[src/sv/rc6_pkg.sv]
// RC6 block cipher package: shared constants, rotate functions and the controller/datapath command type.
// Used by rc6_ctrl, rc6_datapath and rc6_block_cipher.
`default_nettype none
package rc6_pkg;
  localparam logic [31:0] MAGIC_P = 32'hb7e15163;
  localparam logic [31:0] MAGIC_Q = 32'h9e3779b9;

  // configuration register indexes
  localparam logic REG_KEY_LOW  = 1'b0;
  localparam logic REG_KEY_HIGH = 1'b1;

  // commands from controller to datapath
  typedef struct packed {
    logic load;      // capture input block
    logic init_rk;   // write round key at the init index
    logic mix;       // one key mixing step
    logic pre;       // pre-whitening / first decrypt step
    logic rnd;       // one cipher round
    logic post;      // final whitening
    logic dec;       // direction
  } dp_cmd_t;

  function automatic logic [31:0] rotl(input logic [31:0] x, input logic [4:0] n);
    logic [63:0] w;
    w = {x, x} << n;
    return w[63:32];
  endfunction

  function automatic logic [31:0] rotr(input logic [31:0] x, input logic [4:0] n);
    logic [63:0] w;
    w = {x, x} >> n;
    return w[31:0];
  endfunction
endpackage
`default_nettype wire

[src/sv/rc6_ctrl.sv]
// RC6 controller: key schedule sequencing and round sequencing.
// Depends on rc6_pkg.
`default_nettype none
module rc6_ctrl #(
  parameter int ROUNDS    = 20,
  parameter int KEY_BYTES = 16,
  parameter int NKEYS     = 2 * ROUNDS + 4,
  parameter int IW        = $clog2(NKEYS)
) (
  input  wire logic             clk,
  input  wire logic             rst,
  input  wire logic             key_write,
  input  wire logic             in_valid,
  input  wire logic             in_cmd,
  output logic                  in_ready,
  output logic                  out_valid,
  input  wire logic             out_ready,
  output rc6_pkg::dp_cmd_t      cmd,
  output logic [IW-1:0]         rk_idx,
  output logic [IW-1:0]         rd_idx,
  output logic [1:0]            kw_idx,
  output logic                  kw_first
);
  localparam int NWORDS = (KEY_BYTES + 3) / 4;
  localparam int MIXN   = 3 * NKEYS;
  localparam int MW     = $clog2(MIXN + 1);
  localparam int RW     = $clog2(ROUNDS + 2);

  localparam logic [2:0] S_IDLE = 3'd0, S_INIT = 3'd1, S_MIX = 3'd2,
                         S_PRE = 3'd3, S_RND = 3'd4, S_POST = 3'd5, S_OUT = 3'd6;

  logic [2:0] state;
  logic       ready_sched, dec;
  logic [MW-1:0] mcnt;
  logic [IW-1:0] ki;
  logic [IW-1:0] ki_step;
  logic [1:0]    wi;
  logic [RW-1:0] rnd;
  logic [RW-1:0] rnd_step;
  logic          rnd_last;

  assign in_ready  = (state == S_IDLE) && !key_write;
  assign out_valid = (state == S_OUT);
  assign kw_idx    = wi;
  assign kw_first  = 1'b0;
  assign rk_idx    = ki;
  assign ki_step   = (ki == IW'(NKEYS - 1)) ? '0 : ki + IW'(1);
  assign rnd_step  = dec ? rnd - RW'(1) : rnd + RW'(1);
  assign rnd_last  = dec ? (rnd == RW'(1)) : (rnd == RW'(ROUNDS));

  // rd_idx addresses the keys that the next state consumes
  always_comb begin
    cmd = '0;
    cmd.dec = dec;
    rd_idx = '0;
    unique case (state)
      S_IDLE: begin
        cmd.load = in_valid && in_ready;
        rd_idx = in_cmd ? IW'(2 * ROUNDS + 2) : '0;
      end
      S_INIT: cmd.init_rk = 1'b1;
      S_MIX: begin
        cmd.mix = 1'b1;
        if (mcnt == MW'(MIXN - 1)) rd_idx = dec ? IW'(2 * ROUNDS + 2) : '0;
        else rd_idx = ki_step;
      end
      S_PRE: begin
        cmd.pre = 1'b1;
        rd_idx = dec ? IW'(2 * ROUNDS) : IW'(2);
      end
      S_RND: begin
        cmd.rnd = 1'b1;
        if (rnd_last) rd_idx = dec ? '0 : IW'(2 * ROUNDS + 2);
        else rd_idx = IW'({rnd_step, 1'b0});
      end
      S_POST: cmd.post = 1'b1;
      S_OUT: ;
      default: ;
    endcase
  end

  always_ff @(posedge clk) begin
    if (rst) begin
      state <= S_IDLE; ready_sched <= 1'b0; dec <= 1'b0;
      mcnt <= '0; ki <= '0; wi <= '0; rnd <= '0;
    end else begin
      if (key_write) ready_sched <= 1'b0;
      unique case (state)
        S_IDLE: if (in_valid && in_ready) begin
          dec <= in_cmd;
          ki <= '0; wi <= '0; mcnt <= '0;
          state <= ready_sched ? S_PRE : S_INIT;
        end
        S_INIT: begin
          if (ki == IW'(NKEYS - 1)) begin
            ki <= '0;
            state <= S_MIX;
          end else ki <= ki + IW'(1);
        end
        S_MIX: begin
          ki <= ki_step;
          wi <= (wi == 2'(NWORDS - 1)) ? '0 : wi + 2'd1;
          if (mcnt == MW'(MIXN - 1)) begin
            ready_sched <= 1'b1;
            state <= S_PRE;
          end
          mcnt <= mcnt + MW'(1);
        end
        S_PRE: begin
          rnd <= dec ? RW'(ROUNDS) : RW'(1);
          state <= S_RND;
        end
        S_RND: begin
          if (rnd_last) state <= S_POST;
          else rnd <= rnd_step;
        end
        S_POST: state <= S_OUT;
        S_OUT:  if (out_ready) state <= S_IDLE;
        default: state <= S_IDLE;
      endcase
    end
  end
endmodule
`default_nettype wire

[config.mk]
export PLATFORM = sky130hd
export DESIGN_NAME = rc6_ctrl
export DESIGN_NICKNAME = d
export VERILOG_FILES = /design/src/sv/rc6_pkg.sv /design/src/sv/rc6_ctrl.sv
export SDC_FILE = /design/constraint.sdc
export NUM_CORES = 1
export LEC_CHECK = 0
export BUFFER_PORTS_ARGS = -buffer_cell sky130_fd_sc_hd__clkbuf_2
export CAP_MARGIN = 15
export CORE_UTILIZATION = 50
export CTS_CLUSTER_DIAMETER = 50
export CTS_CLUSTER_SIZE = 10
export DETAILED_ROUTE_END_ITERATION = 12
export MAX_ROUTING_LAYER = met4
export PLACE_DENSITY = 0.78
export SYNTH_ARGS = -nofsm -noshare
export SYNTH_HDL_FRONTEND = slang
export SYNTH_SLANG_ARGS = --single-unit
[constraint.sdc]
create_clock -name clk -period 1.6 [get_ports clk]
set_input_delay 0.24 -clock clk [delete_from_list [all_inputs] [get_ports clk]]
set_output_delay 0.24 -clock clk [all_outputs]
set_load 0.02 [all_outputs]
== After elaboration in Yosys (flattened, before gate mapping) ==
Cells that the tools add are included.
Storage, ports and cells
  register bits after elaboration: 26
  bits in latches: 0
  memories kept: 0
  output and inout port bits: 24
  bits of input ports: 6
  memory bits (writable): 0
  word-level logic and storage cells: 78
  memory bits (read-only): 0
Cells by class
  add/subtract/negate cells: 5
  reductions and logical operators: 13
  eq/ne operators: 17
  shift-type cells: 0
  bitwise gates (word level): 0
  magnitude comparators: 0
  divide/modulo/power cells: 0
  $mul: 0
  mux-type cells: 36
Operators with widths (number)
  $mux W6: 8
  $pmux W6 S4: 1
  $pmux W3 S7: 1
  $pmux W8 S2: 1
  $mux W3: 5
  $mux W5: 3
  $pmux W6 S2: 1
  $mux W1: 10
  $pmux W5 S2: 1
  $eq A3 B3 Y1 const B: 3
  $add A8 B1 Y8 const B: 1
  $eq A8 B8 Y1 const B: 1
  $mux W8: 1
  $ne A2 B2 Y1 const B: 4
  $reduce_and A2 Y1: 4
  $add A6 B1 Y6 const B: 1
  $eq A3 B2 Y1 const B: 2
  $eq A6 B6 Y1 const B: 1
  $mux W2: 3
  $reduce_bool A2 Y1: 3
  $add A5 B1 Y5 const B: 1
  $eq A5 B1 Y1 const B: 1
  $eq A5 B5 Y1 const B: 1
  $reduce_and A5 Y1: 1
  10 further kinds: 12

== Depth between registers and ports, before layout ==
Gate-level depths: netlist of the first run.
  word-level depth: 5
  gate-level depth with buffers: 7
  depth with buffers taken out: 6

== Worst setup path before layout of the first run ==
No wires, ideal clock.
  path kind: reg-to-output
  start: register mcnt[0]
  end: output port rd_idx[1]
  data required time: 1360 ps
  cell stages (with the launch flop): 6
  arrival time: 1779 ps
  path buffers: 0
  path slack: -419 ps
  cell sequence: dfxtp_1 -> ha_1 -> nor4b_1 -> nand3_1 -> mux2i_1 -> o221ai_1
Between the ends
  cells in the longest elaborated chain, start to end: 3
Ends and longest elaborated chain
  start, declared: line rc6_ctrl.sv:34  | logic [MW-1:0] mcnt;
  start signal, assigned: line rc6_ctrl.sv:107  | mcnt <= mcnt + MW'(1);
  $eq A8 B8 Y1: line rc6_ctrl.sv:64  | if (mcnt == MW'(MIXN - 1)) rd_idx = dec ? IW'(2 * ROUNDS + 2) : '0;
  $mux W6: line rc6_ctrl.sv:64
  $pmux W6 S4: line rc6_ctrl.sv:56  | unique case (state)
  end, declared: line rc6_ctrl.sv:20  | output logic [IW-1:0] rd_idx,
Every way passes these cells.

== Worst setup path in the final report of the first run ==
  start: register mcnt[1]
  end: output port rd_idx[5]
Same word-level chain as after synthesis.

==> results of run 1 <==
==> repair_timing <==
action	in CTS	in global routing
pin swaps	9	36
setup buffers	16	26
endpoints found under the setup margin	28	34
gates resized for setup	64	76
cloned	0	0
==> metal layers <==
metal,global-route usage [%],vias up,wire [µm]
met1,43.9,1238,3230
li1,-,1010,-
met4,18.1,0,1070
met3,4.41,133,1250
met5,-,-,0
met2,59.8,324,4400
==> Yosys cell counts (all sizes together) (3+ instances only) <==
| master | n |
|---|---|
| nor4b | 3 |
| buf | 11 |
| dfxtp | 26 |
| inv | 10 |
| nor3 | 7 |
| clkbuf | 7 |
| o211ai | 3 |
| a211oi | 4 |
| o21ai | 12 |
| a21oi | 21 |
| nand2 | 15 |
| a32oi | 3 |
| nor2 | 22 |
| or3b | 4 |
| a31oi | 5 |
| nand4b | 5 |
| xnor2 | 4 |
| nand3 | 11 |
| ha | 7 |
| nand4 | 3 |
| mux2i | 3 |
==> worst paths after layout <==
check	start	end	slack, ns	depth (start not counted)
worst max register to register	state[1]$_SDFFE_PP0P_	rk_idx[1]$_SDFFE_PP0P_	-0.34	9
worst min-delay path	out_ready	state[1]$_SDFFE_PP0P_	0.22	3
worst max-delay path	mcnt[1]$_SDFFE_PP0P_	rd_idx[5]	-0.67	6
worst min register to register	kw_idx[1]$_SDFFE_PP0P_	kw_idx[1]$_SDFFE_PP0P_	0.56	2
==> critical path, cell delays in order, from the launching register on <==
cell,delay [ns]
dfxtp_2,0.39
ha_4,0.14
nor4b_4,0.32
a31oi_2,0.17
a2bb2oi_2,0.19
o221ai_2,0.26
clkbuf_8,0.21
==> area by class of cell <==
class / instances / area [µm²]
Fill cell: 122 / 259
Sequential cell: 26 / 552
Tap cell: 46 / 57.6
Multi-Input combinational cell: 170 / 1490
Clock buffer: 4 / 36.3
Timing Repair Buffer: 104 / 907
Inverter: 11 / 58.8
==> state kept, by name, summed over array words and instances, names as in the netlist <==
register	flops
dec	1
ready_sched	1
state	3
kw_idx	2
rnd	5
rk_idx	6
mcnt	8
==> stage by stage <==
step	instance area, µm²	TNS (ns)	hold slack (ns)
final	3100	-8.13	0.223
after global routing	3100	-9.59	0.221
after CTS	2730	-4.21	0.149
after detailed placement	2330	-0.806	0.486
after global placement	2330	-0.715	0.483
after floorplan	1900	-0.0816	0.376
==> power groups by stage <==
stage	clock (mW)	sequential, mW	combinational [mW]
finish	0.389	0.670	0.411
detailed placement	0	0.682	0.233
floorplan	0	0.687	0.143
global placement	0	0.681	0.232
CTS	0.359	0.668	0.291
global route	0.407	0.670	0.419
==> kinds of logic after synthesis <==
kind of cell,Yosys count
adder cells (fa/ha/maj),7
other,1
flip-flops,26
AO/OA/AOI/OAI,67
XOR/XNOR,6
buffers and inverters,29
AND/OR/NAND/NOR,85
multiplexers,4
==> reports/metrics.csv, run 1 <==
stage,metric,value,unit
synth,post-synthesis sequential area ratio,29.4,%
layout,Final Util,92.3,%
floorplan,Core Area,0.00336,mm²
synth,Synth Area in Compound Gates,24.9,%
placed_design,HPWL Detailed,3550,µm
clock_network,"Clk Latency, worst-skew pair",0.37,ns
synth,Synth Flop Type,dfxtp_1,
job,Max Cap Viol,0,
sta,Tmin final,2.27,ns
pwr,Internal,0.978,mW
sta,fmax,441,MHz
placed_design,GPL Wtd Cong,0.854,
pwr,leakage power,1.25,nW
sta,Final WS setup,-0.668,ns
run_status,outcome,"finished, violations left",
routing,initial drt markers,367,
synth,async set-reset flop share out of synthesis,0,%
sta,final hold violation count,0,
grt,first-pass GRT wire length,9690,µm
routing,routed vias,2705,
clock_network,CTS Sinks,26,
synth,number of synthesized flops with an enable pin,0,
clock_network,total CTS buffers,3,
pwr,power density over cell area,474,mW/mm²
synth,xor and xnor area share after synthesis,2.97,%
routing,wire per inst,27.6,µm
floorplan,I/O pins,30,
floorplan,Die Span X,61.5,µm
critical_path,Arrival @ worst endpoint,2.03,ns
synth,Avg Synthesized Cell Area,7.86,µm²
sta,clk_skew,0.0176,ns
placed_design,port bufs,28,
sta,period utilisation layout,142,%
synth,distinct cell type count after synthesis,56,
sta,RSZ-0062 raised after global routing,yes,
grt,largest net degree at the start of global routing,17,
sta,Pins Over Slew Limit,0,
pwr,total design power,1.47,mW
floorplan,chip height,61.5,µm
layout,area delta synth->final,75.6,%
clock_network,Hold Buf Count CTS,0,
layout,"Cell Count, Final, Fillers Out",361,
pwr,Clk pwr share,26.5,%
synth,Synth Cell Area,0.00177,mm²
synth,Mapped Nets,238,
pwr,sw frac,33.5,%
clock_network,clk root buf,clkbuf_4,
synth,largest family of logic cells by synthesized area,simple AND/OR/NAND/NOR gates,
synth,post-synthesis mux area share,2.34,%
layout,Layout Nets,329,
layout,"commonest non-fill, non-tap cells in the layout","buf_4 (57), buf_6 (21), nor2_1 (19), a21oi_1 (16), dfxtp_1 (15)",
pwr,Switch Pwr,0.492,mW
clock_network,htree depth,1,
pwr,Reg power frac,45.6,%
synth,Syn. warnings,0,
floorplan,row cnt,21,
synth,post-synthesis simple-gate area fraction,27.4,%
critical_path,CP endpoint kind,primary output,
grt,vias in the first global route,1999,
synth,register bit total from synthesis,26,
floorplan,Die ar.,0.00378,mm²
placed_design,placed cells,325,
critical_path,crit path kind,reg2out,
synth,share of the synthesized area in the top cell type,29.4,%
layout,antenna diode count,0,
pwr,VDD IR-drop max,0.553,mV
grt,GR Overflow Total,0,
routing,final wirelength,9950,µm
routing,number of remaining DRC errors,0,
synth,cell count after synthesis,225,
run_status,failing checks,negative setup slack,
synth,post-synthesis adder-cell area fraction,4.95,%
critical_path,Worst setup SP type,register,
routing,total iterations of the first detailed-routing run,7,
placed_design,worst slack at placement,-0.136,ns
synth,Synth area leader,dfxtp_1,
grt,antenna violations before repair,0,
sta,# setup viols final,38,
synth,Synth area leaders,"dfxtp_1 (29%), a21oi_1 (5.9%), ha_1 (5.0%)",
clock_network,TritonCTS clock tree,done,
critical_path,crit-path max FO,3,
layout,"commonest non-fill, non-tap cell in the layout",buf_4,
layout,layout cell share with drive strength beyond 1,57.1,%
critical_path,Worst EP required,1.36,ns
routing,vias per cell,7.49,
pwr,logic gate share of total power,28.0,%
clock_network,Clock Path Buffers,2,
floorplan,starting density of the core,52.6,%
grt,GRT Total Usage,36.4,%
min_path,HP Class,in2reg,
clock_network,clk slew on worst S/H paths,0.18,ns
routing,Antenna Nets Post-Route,0,
(Power assumes the default switching activity.)
==> run 2: changes to the inputs <==
--- a/config.mk
+++ b/config.mk
@@ -7,12 +7,13 @@
 export LEC_CHECK = 0
 export BUFFER_PORTS_ARGS = -buffer_cell sky130_fd_sc_hd__clkbuf_2
 export CAP_MARGIN = 15
+export CORE_ASPECT_RATIO = 1.2
 export CORE_UTILIZATION = 50
 export CTS_CLUSTER_DIAMETER = 50
 export CTS_CLUSTER_SIZE = 10
 export DETAILED_ROUTE_END_ITERATION = 12
 export MAX_ROUTING_LAYER = met4
-export PLACE_DENSITY = 0.78
+export PLACE_DENSITY = 0.75
 export SYNTH_ARGS = -nofsm -noshare
 export SYNTH_HDL_FRONTEND = slang
 export SYNTH_SLANG_ARGS = --single-unit
==> reports/metrics.csv, run 2 (synthesized netlist as in run 1, its figures left out) <==
stage,metric,value,unit
critical_path,crit-path max FO,4,
floorplan,starting density of the core,52.5,%
placed_design,GPL Wtd Cong,0.936,
routing,final wirelength,6550,µm
pwr,leakage power,1.15,nW
layout,Final Util,84.3,%
pwr,Clk pwr share,31.4,%
sta,Tmin final,2.15,ns
routing,Antenna Nets Post-Route,0,
layout,antenna diode count,0,
pwr,VDD IR-drop max,0.652,mV
floorplan,Die ar.,0.00378,mm²
pwr,Reg power frac,45.3,%
floorplan,chip height,67.1,µm
routing,wire per inst,19.4,µm
grt,largest net degree at the start of global routing,19,
routing,vias per cell,6.35,
pwr,logic gate share of total power,23.3,%
layout,"Design Area, Final",0.00284,mm²
placed_design,HPWL Detailed,3730,µm
routing,total iterations of the first detailed-routing run,4,
clock_network,"Clk Latency, worst-skew pair",0.28,ns
min_path,HP Class,in2reg,
layout,FILL cells,172,
sta,Final WS setup,-0.555,ns
sta,clk_skew,0.00208,ns
clock_network,TritonCTS clock tree,done,
sta,final hold violation count,0,
clock_network,Clock Path Buffers,2,
grt,GRT Total Usage,30.4,%
sta,Hold WS,0.222,ns
floorplan,I/O pins,30,
run_status,failing checks,negative setup slack,
run_status,outcome,"finished, violations left",
placed_design,Area after DPL,0.00234,mm²
clock_network,clk slew on worst S/H paths,0.10,ns
grt,first-pass GRT wire length,8780,µm
critical_path,Worst EP required,1.36,ns
grt,GR Overflow Total,0,
sta,Rel. slew slack,66.2,%
routing,initial drt markers,118,
pwr,Switch Pwr,0.434,mW
sta,Pins Over Slew Limit,0,
critical_path,Worst setup SP type,register,
placed_design,worst slack at placement,-0.112,ns
routing,number of remaining DRC errors,0,
floorplan,row cnt,23,
clock_network,total CTS buffers,3,
layout,"commonest non-fill, non-tap cell in the layout",buf_4,
sta,fmax,464,MHz
clock_network,clk root buf,clkbuf_8,
pwr,Internal,1.04,mW
layout,area delta synth->final,60.6,%
floorplan,Die Span X,56.3,µm
routing,routed vias,2145,
clock_network,Hold Buf Count CTS,0,
layout,max FFs per register,8,
critical_path,Arrival @ worst endpoint,1.91,ns
floorplan,Core Area,0.00337,mm²
clock_network,htree depth,1,
critical_path,CP endpoint kind,primary output,
sta,period utilisation layout,135,%
grt,vias in the first global route,2006,
pwr,power density over cell area,520,mW/mm²
layout,layout cell share with drive strength beyond 1,50.5,%
clock_network,CTS Sinks,26,
sta,RSZ-0062 raised after global routing,yes,
grt,antenna violations before repair,0,
sta,Worst Tran Pin Value,0.506,ns
sta,# setup viols final,18,
pwr,sw frac,29.4,%
layout,Layout Nets,315,
pwr,total design power,1.48,mW
job,Max Cap Viol,0,
placed_design,port bufs,28,
critical_path,crit path kind,reg2out,
layout,Top reg by flops,mcnt,
layout,"commonest non-fill, non-tap cells in the layout","buf_4 (51), nor2_1 (19), a21oi_1 (18), buf_6 (16), dfxtp_1 (15)",
[run 2: metrics by stage]
stage               setup TNS [ns]  cells
finish                       -3.48    338
global route                 -4.70    338
CTS                          -2.86    331
detailed placement          -0.677    318
global placement            -0.460    318
floorplan                  -0.0816    225
[run 2: critical path: stages (launching register included)]
cell and delay, ns:
dfxtp_2 0.37, ha_4 0.13, nor4b_4 0.32, a31oi_1 0.19
a2bb2oi_1 0.22, o211ai_1 0.22, buf_4 0.17
[run 2: area by class of cell]
cell class | count | area (µm²) | share of cell area (%)
sequential | 26 | 542 | 19.1
multi-input combinational | 170 | 1360 | 47.9
inverter | 11 | 56.3 | 1.98
clock buffer | 4 | 55.1 | 1.94
timing repair buffer | 90 | 779 | 27.5
tap | 37 | 46.3 | 1.63
[run 2: final timing paths]
| kind | startpoint | end | depth (start not counted) | slack, ns |
|---|---|---|---|---|
| worst max-delay path | mcnt[1]$_SDFFE_PP0P_ | rd_idx[3] | 6 | -0.55 |
| worst max register to register | state[1]$_SDFFE_PP0P_ | mcnt[7]$_SDFFE_PP0P_ | 7 | -0.06 |
| worst min register to register | kw_idx[1]$_SDFFE_PP0P_ | kw_idx[1]$_SDFFE_PP0P_ | 2 | 0.52 |
| worst min-delay path | in_cmd | dec$_SDFFE_PP0P_ | 3 | 0.22 |
[run 2: power groups by stage]
stage          registers, mW  logic, mW  clock network [mW]
2_1_floorplan          0.687      0.143                   0
3_3_place_gp           0.679      0.242                   0
3_5_place_dp           0.680      0.243                   0
4_1_cts                0.667      0.284               0.445
5_1_grt                0.670      0.363               0.477
6_report               0.669      0.344               0.465
[run 2: metal layers]
metal | routed length [µm] | vias to the layer above | part of all wire [%] | track usage, %
li1 | - | 981 | - | -
met1 | 2620 | 1041 | 40 | 32.8
met2 | 3310 | 90 | 51 | 56.8
met3 | 308 | 33 | 4.7 | 4.41
met4 | 309 | 0 | 4.7 | 11.3
met5 | 0 | - | 0 | -
[run 2: what timing repair did]
| item | CTS | global route |
|---|---|---|
| setup endpoints to repair | 25 | 25 |
| buffers inserted | 9 | 8 |
| gates cloned | 0 | 1 |
| gates resized for setup | 40 | 53 |
| pin swaps | 11 | 23 |
